===== config.mk =====
export PLATFORM = sky130hd
export DESIGN_NAME = escape_sequence_decoder
export DESIGN_NICKNAME = d
export VERILOG_FILES = /design/src/design/esd_pkg.sv /design/src/design/esd_decode.sv /design/src/design/esd_out_stage.sv /design/src/design/escape_sequence_decoder.sv
export SDC_FILE = /design/constraint.sdc
export NUM_CORES = 1
export LEC_CHECK = 0
export ABC_AREA = 1
export BUFFER_PORTS_ARGS = -buffer_cell sky130_fd_sc_hd__clkbuf_2
export CORE_AREA = 2 2 80 82
export DETAILED_ROUTE_END_ITERATION = 7
export DIE_AREA = 0 0 82 84
export PLACE_DENSITY = 0.79
export SLEW_MARGIN = 30
export SYNTH_ARGS = -nofsm -noshare
export SYNTH_HDL_FRONTEND = slang
export SYNTH_SLANG_ARGS = --single-unit

===== constraint.sdc =====
create_clock -name i_clk -period 3.48 [get_ports i_clk]
set_clock_uncertainty 0.15 [all_clocks]
set_input_delay 0.174 -clock i_clk [delete_from_list [all_inputs] [get_ports i_clk]]
set_output_delay 0.174 -clock i_clk [all_outputs]
set_load 0.05 [all_outputs]

===== src/design/esd_pkg.sv =====
package esd_pkg;

    typedef enum logic [2:0] {
        MODE_PLAIN = 3'd0,
        MODE_ESC   = 3'd1,
        MODE_HEX   = 3'd2,
        MODE_OCT   = 3'd3,
        MODE_SKIP  = 3'd4
    } t_mode;

    typedef enum logic [1:0] {
        KIND_BYTE    = 2'd0,
        KIND_ZERO    = 2'd1,
        KIND_UNKNOWN = 2'd2
    } t_kind;

    // Character codes used by the escape decoder.
    localparam logic [7:0] CH_NUL    = 8'h00;
    localparam logic [7:0] CH_DQUOTE = 8'h22;
    localparam logic [7:0] CH_SQUOTE = 8'h27;
    localparam logic [7:0] CH_0      = 8'h30;
    localparam logic [7:0] CH_7      = 8'h37;
    localparam logic [7:0] CH_9      = 8'h39;
    localparam logic [7:0] CH_QMARK  = 8'h3F;
    localparam logic [7:0] CH_UC_A   = 8'h41;
    localparam logic [7:0] CH_UC_F   = 8'h46;
    localparam logic [7:0] CH_BSLASH = 8'h5C;
    localparam logic [7:0] CH_LC_A   = 8'h61;
    localparam logic [7:0] CH_LC_B   = 8'h62;
    localparam logic [7:0] CH_LC_F   = 8'h66;
    localparam logic [7:0] CH_LC_N   = 8'h6E;
    localparam logic [7:0] CH_LC_R   = 8'h72;
    localparam logic [7:0] CH_LC_T   = 8'h74;
    localparam logic [7:0] CH_LC_V   = 8'h76;
    localparam logic [7:0] CH_LC_X   = 8'h78;

    // Control codes produced by escapes.
    localparam logic [7:0] CC_BEL = 8'h07;
    localparam logic [7:0] CC_BS  = 8'h08;
    localparam logic [7:0] CC_HT  = 8'h09;
    localparam logic [7:0] CC_LF  = 8'h0A;
    localparam logic [7:0] CC_VT  = 8'h0B;
    localparam logic [7:0] CC_FF  = 8'h0C;
    localparam logic [7:0] CC_CR  = 8'h0D;

    // Digits gathered before a numeric escape closes by itself.
    localparam logic [1:0] HEX_MAX_DIGITS = 2'd2;
    localparam logic [1:0] OCT_MAX_DIGITS = 2'd3;

    typedef struct packed {
        t_kind       kind;
        logic [7:0]  data;
    } t_res;

    // Up to two results caused by one input beat.
    typedef struct packed {
        logic [1:0]  cnt;
        t_res        res0;
        t_res        res1;
    } t_res_pair;

    typedef struct packed {
        t_mode       mode;
        logic [7:0]  value;
        logic [1:0]  count;
    } t_scan;

    typedef struct packed {
        t_scan       scan;
        t_res_pair   pair;
    } t_dec;

    // Appends one result; a third result would be dropped.
    function automatic t_res_pair res_push(t_res_pair p, t_kind k, logic [7:0] b);
        t_res      r;
        t_res_pair q;
        r.kind = k;
        r.data = (k == KIND_BYTE) ? b : 8'h00;
        q = p;
        case (p.cnt)
            2'd0: begin
                q.res0 = r;
                q.cnt  = 2'd1;
            end
            2'd1: begin
                q.res1 = r;
                q.cnt  = 2'd2;
            end
            default: begin
                q = p;
            end
        endcase
        return q;
    endfunction

endpackage


===== src/design/esd_decode.sv =====
module esd_decode import esd_pkg::*; (
    input  logic       i_clk,
    input  logic       i_rst_n,
    input  logic       i_cfg_we,
    input  logic       i_cfg_wdata,
    input  logic       i_take,
    input  logic [7:0] i_char,
    input  logic       i_eol,
    output t_res_pair  o_pair
);

    t_scan r_scan;
    t_scan n_scan;
    logic  r_crlf;

    // Closes a numeric escape: a zero value is an error and starts skipping.
    function automatic t_dec finish_numeric(t_dec d);
        t_dec q;
        q = d;
        if (d.scan.value == 8'h00) begin
            q.pair      = res_push(d.pair, KIND_ZERO, 8'h00);
            q.scan.mode = MODE_SKIP;
        end else begin
            q.pair      = res_push(d.pair, KIND_BYTE, d.scan.value);
            q.scan.mode = MODE_PLAIN;
        end
        q.scan.value = 8'h00;
        q.scan.count = 2'd0;
        return q;
    endfunction

    function automatic t_dec plain_char(t_dec d, logic [7:0] c);
        t_dec q;
        q = d;
        if (c == CH_NUL) begin
            q.scan.mode = MODE_SKIP;
        end else if (c == CH_BSLASH) begin
            q.scan.mode = MODE_ESC;
        end else begin
            q.pair      = res_push(d.pair, KIND_BYTE, c);
            q.scan.mode = MODE_PLAIN;
        end
        return q;
    endfunction

    function automatic t_dec escape_char(t_dec d, logic [7:0] c, logic crlf);
        t_dec q;
        q = d;
        q.scan.mode = MODE_PLAIN;
        unique case (c) inside
            CH_NUL:                       q.scan.mode = MODE_SKIP;
            CH_SQUOTE, CH_DQUOTE, CH_QMARK: q.pair = res_push(d.pair, KIND_BYTE, c);
            CH_BSLASH:                    q.pair = res_push(d.pair, KIND_BYTE, CH_BSLASH);
            CH_LC_A:                      q.pair = res_push(d.pair, KIND_BYTE, CC_BEL);
            CH_LC_B:                      q.pair = res_push(d.pair, KIND_BYTE, CC_BS);
            CH_LC_F:                      q.pair = res_push(d.pair, KIND_BYTE, CC_FF);
            CH_LC_N: begin
                if (crlf) begin
                    q.pair = res_push(q.pair, KIND_BYTE, CC_CR);
                end
                q.pair = res_push(q.pair, KIND_BYTE, CC_LF);
            end
            CH_LC_R:                      q.pair = res_push(d.pair, KIND_BYTE, CC_CR);
            CH_LC_T:                      q.pair = res_push(d.pair, KIND_BYTE, CC_HT);
            CH_LC_V:                      q.pair = res_push(d.pair, KIND_BYTE, CC_VT);
            CH_LC_X: begin
                q.scan.mode  = MODE_HEX;
                q.scan.value = 8'h00;
                q.scan.count = 2'd0;
            end
            [CH_0:CH_7]: begin
                q.scan.mode  = MODE_OCT;
                q.scan.value = {5'd0, c[2:0]};
                q.scan.count = 2'd1;
            end
            default:                      q.pair = res_push(d.pair, KIND_UNKNOWN, 8'h00);
        endcase
        return q;
    endfunction

    t_dec       d;
    logic       hex_ok;
    logic [3:0] hex_digit;
    logic       oct_ok;

    always_comb begin
        hex_ok    = 1'b0;
        hex_digit = i_char[3:0];
        if (i_char >= CH_0 && i_char <= CH_9) begin
            hex_ok = 1'b1;
        end else if ((i_char >= CH_UC_A && i_char <= CH_UC_F) ||
                     (i_char >= CH_LC_A && i_char <= CH_LC_F)) begin
            hex_ok    = 1'b1;
            hex_digit = i_char[3:0] + 4'd9;
        end
        oct_ok = (i_char >= CH_0) && (i_char <= CH_7);
    end

    always_comb begin
        d.scan = r_scan;
        d.pair = '0;
        unique case (r_scan.mode)
            MODE_ESC: begin
                d = escape_char(d, i_char, r_crlf);
            end
            MODE_HEX: begin
                if (hex_ok) begin
                    d.scan.value = {d.scan.value[3:0], hex_digit};
                    d.scan.count = d.scan.count + 2'd1;
                    if (d.scan.count >= HEX_MAX_DIGITS) begin
                        d = finish_numeric(d);
                    end
                end else begin
                    d = finish_numeric(d);
                    if (d.scan.mode != MODE_SKIP) begin
                        d = plain_char(d, i_char);
                    end
                end
            end
            MODE_OCT: begin
                if (oct_ok) begin
                    d.scan.value = {d.scan.value[4:0], i_char[2:0]};
                    d.scan.count = d.scan.count + 2'd1;
                    if (d.scan.count >= OCT_MAX_DIGITS) begin
                        d = finish_numeric(d);
                    end
                end else begin
                    d = finish_numeric(d);
                    if (d.scan.mode != MODE_SKIP) begin
                        d = plain_char(d, i_char);
                    end
                end
            end
            MODE_SKIP: begin
                d.scan = r_scan;
            end
            default: begin
                d = plain_char(d, i_char);
            end
        endcase

        // A line end closes any pending numeric escape and resets scanning.
        if (i_eol) begin
            if (d.scan.mode == MODE_HEX || d.scan.mode == MODE_OCT) begin
                d = finish_numeric(d);
            end
            d.scan.mode  = MODE_PLAIN;
            d.scan.value = 8'h00;
            d.scan.count = 2'd0;
        end

        n_scan = d.scan;
        o_pair = d.pair;
    end

    always_ff @(posedge i_clk) begin
        if (!i_rst_n) begin
            r_scan <= '{mode: MODE_PLAIN, value: 8'h00, count: 2'd0};
            r_crlf <= 1'b1;
        end else begin
            if (i_take) begin
                r_scan <= n_scan;
            end
            if (i_cfg_we) begin
                r_crlf <= i_cfg_wdata;
            end
        end
    end

endmodule


===== src/design/esd_out_stage.sv =====
module esd_out_stage import esd_pkg::*; (
    input  logic       i_clk,
    input  logic       i_rst_n,
    input  logic       i_take,
    input  t_res_pair  i_pair,
    input  logic       i_stall,
    output logic       o_can_load,
    output logic       o_valid,
    output logic [1:0] o_kind,
    output logic [7:0] o_out_byte,
    output logic       o_run_last
);

    logic      r_valid;
    logic      r_sel;
    t_res_pair r_pair;
    t_res      cur;
    logic      last_beat;
    logic      out_done;

    assign last_beat  = r_sel || (r_pair.cnt != 2'd2);
    assign out_done   = r_valid && !i_stall && last_beat;
    assign o_can_load = !r_valid || out_done;

    assign cur        = r_sel ? r_pair.res1 : r_pair.res0;
    assign o_valid    = r_valid;
    assign o_kind     = cur.kind;
    assign o_out_byte = cur.data;
    assign o_run_last = last_beat;

    always_ff @(posedge i_clk) begin
        if (!i_rst_n) begin
            r_valid <= 1'b0;
            r_sel   <= 1'b0;
        end else if (i_take) begin
            r_valid <= (i_pair.cnt != 2'd0);
            r_sel   <= 1'b0;
        end else if (out_done) begin
            r_valid <= 1'b0;
        end else if (r_valid && !i_stall) begin
            r_sel   <= 1'b1;
        end
    end

    always_ff @(posedge i_clk) begin
        if (i_take) begin
            r_pair <= i_pair;
        end
    end

endmodule


===== src/design/escape_sequence_decoder.sv =====
// A beat waits in the input register; its results go to the single-entry result
// register, which sends one beat a cycle unless stalled and so sets the rate: one
// input beat per cycle while the result channel does not stall and each item gives
// at most one result; a two-result item holds the input side until both go out.
// Reset is synchronous and active low: it clears the pipeline valids and the scan
// state, and sets newline_as_crlf to 1.
module escape_sequence_decoder import esd_pkg::*; (
    input  logic       i_clk,
    input  logic       i_rst_n,
    // Configuration: newline_as_crlf.
    input  logic       i_cfg_we,
    input  logic       i_cfg_wdata,
    // Input channel.
    input  logic       i_valid,
    output logic       o_stall,
    input  logic [7:0] i_char_code,
    input  logic       i_end_of_line,
    // Result channel.
    output logic       o_valid,
    input  logic       i_stall,
    output logic [1:0] o_kind,
    output logic [7:0] o_out_byte,
    output logic       o_run_last
);

    // Input register. A beat sits here until the result register can take
    // everything that the beat produces.
    logic       r_in_valid;
    logic [7:0] r_in_char;
    logic       r_in_eol;

    logic       in_load;
    logic       take;
    logic       out_can_load;
    t_res_pair  dec_pair;

    // The held beat is decoded and consumed in the same cycle that the
    // result register is free or is sending its last beat. A beat that
    // yields no result (for example a backslash, or text being skipped)
    // is consumed as well and leaves the result register empty.
    assign take    = r_in_valid && out_can_load;
    assign o_stall = r_in_valid && !take;
    assign in_load = i_valid && !o_stall;

    always_ff @(posedge i_clk) begin
        if (!i_rst_n) begin
            r_in_valid <= 1'b0;
        end else begin
            r_in_valid <= in_load || (r_in_valid && !take);
        end
    end

    always_ff @(posedge i_clk) begin
        if (in_load) begin
            r_in_char <= i_char_code;
            r_in_eol  <= i_end_of_line;
        end
    end

    // Escape decoding and scan state. The scan state advances only when a
    // beat is consumed, so a stalled beat is never decoded twice.
    esd_decode u_decode (
        .i_clk       (i_clk),
        .i_rst_n     (i_rst_n),
        .i_cfg_we    (i_cfg_we),
        .i_cfg_wdata (i_cfg_wdata),
        .i_take      (take),
        .i_char      (r_in_char),
        .i_eol       (r_in_eol),
        .o_pair      (dec_pair)
    );

    // Result register. It holds both results of one item and sends them in
    // order; run_last marks the final beat of the item.
    esd_out_stage u_out (
        .i_clk       (i_clk),
        .i_rst_n     (i_rst_n),
        .i_take      (take),
        .i_pair      (dec_pair),
        .i_stall     (i_stall),
        .o_can_load  (out_can_load),
        .o_valid     (o_valid),
        .o_kind      (o_kind),
        .o_out_byte  (o_out_byte),
        .o_run_last  (o_run_last)
    );

endmodule


Yosys cells after proc, flatten, opt, wreduce, memory -nomap -nowiden
Index checks and enable logic that the tools add are counted.

Bits in registers: 48. Output and inout port bits: 13. Word-level logic and storage cells: 145.

$add $sub $neg: 2. Order comparisons: 9. Equality and inequality tests: 25. Mux-type cells: 60. Bitwise operators: 2. Reductions and logical operators: 33.

Operators with widths (count): $mux W22 (12); $mux W35 (7); $pmux W22 S10 (1); $mux W10 (11); $pmux W22 S4 (1); $eq A8 B7 Y1 const B (9); $mux W19 (3); $pmux W13 S4 (1); $mux W21 (2); $logic_not A8 Y1 (5); $eq A8 B6 Y1 const B (3); $mux W3 (8); $mux W20 (1); $pmux W10 S2 (1); $ge A8 B7 Y1 const B (2); $le A8 B6 Y1 const B (2); $le A8 B7 Y1 const B (2); $pmux W2 S2 (4); $eq A3 B2 Y1 const B (4); $logic_and A1 B1 Y1 (9); $pmux W3 S3 (1); $eq A2 B1 Y1 const B (4); $ge A8 B6 Y1 const B (1); $logic_not A2 Y1 (4); 16 further kinds (33).

Longest topological paths before layout
Depth in word-level cells: 21. Gate-level depth with buffers: 20. Mapped depth without buffers: 20.

Hierarchy
A second synthesis with hierarchy kept.

Cell total of the unflattened synthesis: 563. Area total of the unflattened synthesis: 3897.5 um2.

By module, submodules not included: esd_decode (times used 1, cells an instance 473, area an instance 2671.3 um2); esd_out_stage (times used 1, cells an instance 71, area an instance 895.9 um2); escape_sequence_decoder (times used 1, cells an instance 19, area an instance 330.3 um2).

Least setup slack after synthesis
OpenSTA, ideal clock, no wires.

Kind: reg-to-reg. Start point: register u_out.r_valid (netlist: u_out.o_valid). End point: register u_decode.r_scan[12] (netlist bit). Setup time: 0.058 ns. Arrival: 2.836 ns. Data required time: 3.272 ns. Path slack: 0.436 ns. Stages on the path, launching flop included: 11. Period minus slack after synthesis: 3.044 ns. Cell sequence: dfxtp_1 -> inv_1 -> nor2_1 -> a21oi_1 -> nor2_1 -> inv_1 -> nor2_1 -> nand2_1 -> a21oi_1 -> nand2_1 -> nand2_1.

Word-level cells in the longest chain between the ends: 4. Elaborated cells between the ends (all ways): 5. Classes of those cells: reduce/logical: 5.

RTL lines: start, declared (line esd_out_stage.sv:14) `logic r_valid;`; start signal, assigned (line esd_out_stage.sv:36) `r_valid <= (i_pair.cnt != 2'd0);`; $logic_and A1 B1 Y1 (2 in series) (line esd_out_stage.sv:22) `assign out_done = r_valid && !i_stall && last_beat;`; $logic_or A1 B1 Y1 * (line esd_out_stage.sv:23) `assign o_can_load = !r_valid || out_done;`; $logic_and A1 B1 Y1 * (line escape_sequence_decoder.sv:41) `assign take = r_in_valid && out_can_load;`; via take (line escape_sequence_decoder.sv:33) `logic take;`; end signal, assigned (line esd_decode.sv:158) `r_scan <= '{mode: MODE_PLAIN, value: 8'h00, count: 2'd0};`; end signal, assigned (line esd_decode.sv:162) `r_scan <= n_scan;`; end, declared (line esd_decode.sv:12) `t_scan r_scan;`.

The timed path passes the listed nets; every way through them passes the cells marked *. A chain may end at the register's enable or synchronous reset.

==> results by group <==
Run status
  – Run status: completed

STA
  – Fmax: 0.316 GHz
  – Accumulated negative setup slack: 0 ns
  – Hold WS: 0.0284 ns
  – RSZ-0062 raised after global routing: false
  – Max-slew violation count: 0
  – Minimum clock period: 3.16 ns
  – Final worst-path setup slack: 0.317 ns
  – Hold Fails Final Rpt: 0
  – Share of the clock period used by the worst path after layout: 90.9%
  – Tightest slew margin relative to the limit: 49.4%
  – Tightest Pin Transition: 0.755 ns
  – # setup viols final: 0

Yosys
  – Top_reg_cell synth: edfxtp_1
  – Share of synthesized flip-flops with an asynchronous set or reset: 0%
  – Mapped Avg Cell Area: 7.28 um^2
  – Net Count, Synth: 513
  – Post-synthesis cell area: 0.00355 mm^2
  – Synthesized netlist cell count: 488
  – Flops & latches, synth: 47
  – Number of synthesized flops with an enable pin: 30
  – Sequential area share after synthesis: 34.9%
  – Unique masters post-synth: 46
  – Synth Warn #: 0

Placed design
  – Number of I/O port buffers: 27
  – Pre-CTS WS: 0.215 ns
  – Area after detailed placement: 0.00382 mm^2
  – Detailed-placement wirelength estimate: 8.71 mm
  – Gpl congestion: 1.05

Worst setup path
  – Worst EP arrival: 3.13 ns
  – Critical path's most frequent cell: inv_1
  – Slowest library cell on the worst path: edfxtp_1
  – Critical R2R Launch: r_in_char[1]
  – Kind of end point of the critical path: flip-flop
  – Start point of the critical path: r_in_char[1]
  – Largest stage delay on the critical path: 0.47 ns
  – Maximum fanout count along the critical path: 11
  – Required arrival time at the worst endpoint: 3.45 ns
  – Reg2Reg Depth: 16
  – Worst reg-to-reg setup slack: 0.32 ns
  – Launching element type of the critical path: flip-flop
  – Crit Path Category: reg -> reg
  – Cell-by-cell listing of the critical path: inv_1 -> ha_1 -> inv_1 -> nor2_2 -> nand2_1 -> nand3_2 -> nand2_2 -> nand2_2 -> nand3_1 -> nand2_1 -> o21bai_4 -> ha_1 -> inv_1 -> nor2_4 -> o21ai_0 -> o2111ai_1
  – Worst reg2reg path endpoint: u_out.r_pair[15]

Clocking
  – Clock root cell: clkbuf_8
  – Clock input transition at the sequential cells of the worst setup and hold paths: 0.09 ns
  – H-Tree Depth: 2
  – Clk sink count: 47
  – Number of buffers between clock root and the deepest sink: 2
  – Number of CTS-inserted buffers: 5
  – Clock tree from TritonCTS: done
  – Worst-skew pair later-pin latency: 0.31 ns

Routing
  – Number of remaining DRC errors: 0
  – Number of nets still failing antenna checks after routing: 0
  – Overall routed net length: 11.2 mm
  – Routed WL per cell: 18.2 um
  – Mean number of vias per cell: 5.99
  – Via count: 3695
  – Initial drt markers: 330
  – Iteration count of the initial detailed-routing pass: 7

Die
  – Vertical extent of the die: 84 um
  – Total die area: 0.00689 mm^2
  – Core Rows: 29
  – Initial core utilization: 58.3%
  – Core box area: 0.00610 mm^2
  – Overall die width: 82 um
  – IO Count: 28

Cells and area
  – Layout cells sized above 1: 18.3%
  – Cell area after layout: 0.00405 mm^2
  – Net count of the finished layout: 564
  – Layout Area Growth over Synthesis: 14.1%
  – Diodes inserted: 0
  – Filler cells: 534

Global routing
  – Maximum number of pins on one net before global-route repair: 22
  – GRT Residual Overflow: 0
  – First-pass GRT wire length: 17.4 mm
  – Initial antenna violation count: 0
  – Number of global-route vias before repair: 3457
  – Global Route Usage Sum: 33.9%

Worst hold path
  – Number of cells on the worst hold path: 3
  – Hold Path Class: in -> reg
  – Source of the worst hold timing path: i_rst_n
  – Worst Hold Path EP: u_decode.r_scan[2]

Pwr
  – Power per Cell Area: 280 mW/mm^2
  – Worst vdd ir: 0.000189 V
  – Leak pwr: 1.75 nW
  – Overall power: 0.00114 W

Job
  – Number of max-cap violations: 0
[Yosys cell counts (2+ instances only)]
master	count	area share, %
nor2_2	6	1.1
o22ai_1	8	1.4
inv_1	61	6.4
nand3_2	4	1.1
nand3_4	3	1.5
buf_2	2	0.28
nor3_1	4	0.56
mux2_2	9	2.9
ha_1	10	3.5
xor2_1	2	0.49
nand2_1	106	11
o21ai_0	37	5.2
a21oi_1	22	3.1
nand3_1	26	3.7
nand2_2	6	1.1
o2111ai_1	6	1.5
nor2_1	65	6.9
a21oi_2	2	0.49
edfxtp_1	30	25
clkbuf_1	2	0.21
dfxtp_1	17	9.6
inv_2	11	1.2
o221ai_1	2	0.49
nand2_4	2	0.63
nand4_1	8	1.4
o211ai_1	8	1.7
o21ai_1	5	0.70
nor2_4	6	1.9
[flip-flops by register name, indices dropped and copies added, names as in the netlist]
register         flops
u_out.r_pair        21
r_in_valid           1
u_decode.r_crlf      1
r_in_eol             1
u_out.o_valid        1
u_decode.r_scan     13
r_in_char            8
u_out.r_sel          1
[critical path, delay by kind of cell, from the launching register on]
family          cells  cell delay [ns]
fa+ha+maj           2             0.43
compound gates      3             0.48
simple gates        8             1.14
buf+inv             3             0.31
flops               1             0.47
[how the worst max path moves through the flow]
stage                               end  slack, ns  depth (start not counted)
floorplan           u_decode.r_scan[12]       0.44                         10
global placement       u_out.r_pair[15]       0.33                         15
detailed placement     u_out.r_pair[15]       0.22                         15
CTS                    u_out.r_pair[15]       0.18                         15
global route           u_out.r_pair[15]       0.03                         17
finish                 u_out.r_pair[15]       0.32                         16
[power by group]
part	internal [W]	total, W	switching (W)
registers	0.000614	0.000629	0.0000149
logic	0.0000503	0.000162	0.000112
clock network	0.000141	0.000345	0.000204
[cell type report]
type / instances / area (um^2) / area share [%]
clock inverter: 3 / 20.0 / 0.494
inverter: 75 / 288 / 7.10
multi-input combinational: 361 / 2010 / 49.5
clock buffer: 5 / 68.8 / 1.70
timing repair buffer: 49 / 333 / 8.21
tap: 77 / 96.3 / 2.38
sequential: 47 / 1240 / 30.6
[routing by layer]
metal,routed length (um),track usage [%]
met5,0,0
met4,480,15.3
met3,1120,6.60
met2,5050,51.7
met1,4560,46.0
[through the flow]
step	std cells	util, %
after floorplan	488	-
after global placement	595	62.6
after detailed placement	595	62.6
after CTS	616	66.2
after global routing	617	66.5
final	617	66.5
[cell families (layout without fill, tap and decap cells)]
logic type                 after synthesis  count (layout)  synth area share, %
AOI/OAI and AO/OA                      101             101                 17.8
xor gates and xnor gates                 2               2                0.493
adders and majority gates               10              10                 3.52
buffers and inverters                   80             132                 8.91
DFF                                     47              47                 34.9
muxes                                    9               9                 2.85
and+or+nand+nor                        239             239                 31.5
[what timing repair did]
item                                    in CTS  in global routing
hold buffers                                13                  0
gates resized for setup                      0                  2
endpoints found under the hold margin       11                  0
endpoints found under the setup margin       0                  8
setup buffers                                0                  1
[cells in the final DEF, fill, tap and decap left out, drive strengths merged, types with 4 or more instances in the layout]
cell         count
mux2             9
inv             72
dfxtp           17
o211ai           9
nand3           33
nor2            77
buf              9
a21oi           24
nand4            8
ha              10
clkbuf          32
clkinv           5
dlygate4sd3     13
o22ai            8
o21ai           43
edfxtp          30
o2111ai          6
nand2          114
nor3             4
No activity file was read; power rests on OpenSTA's default activity.
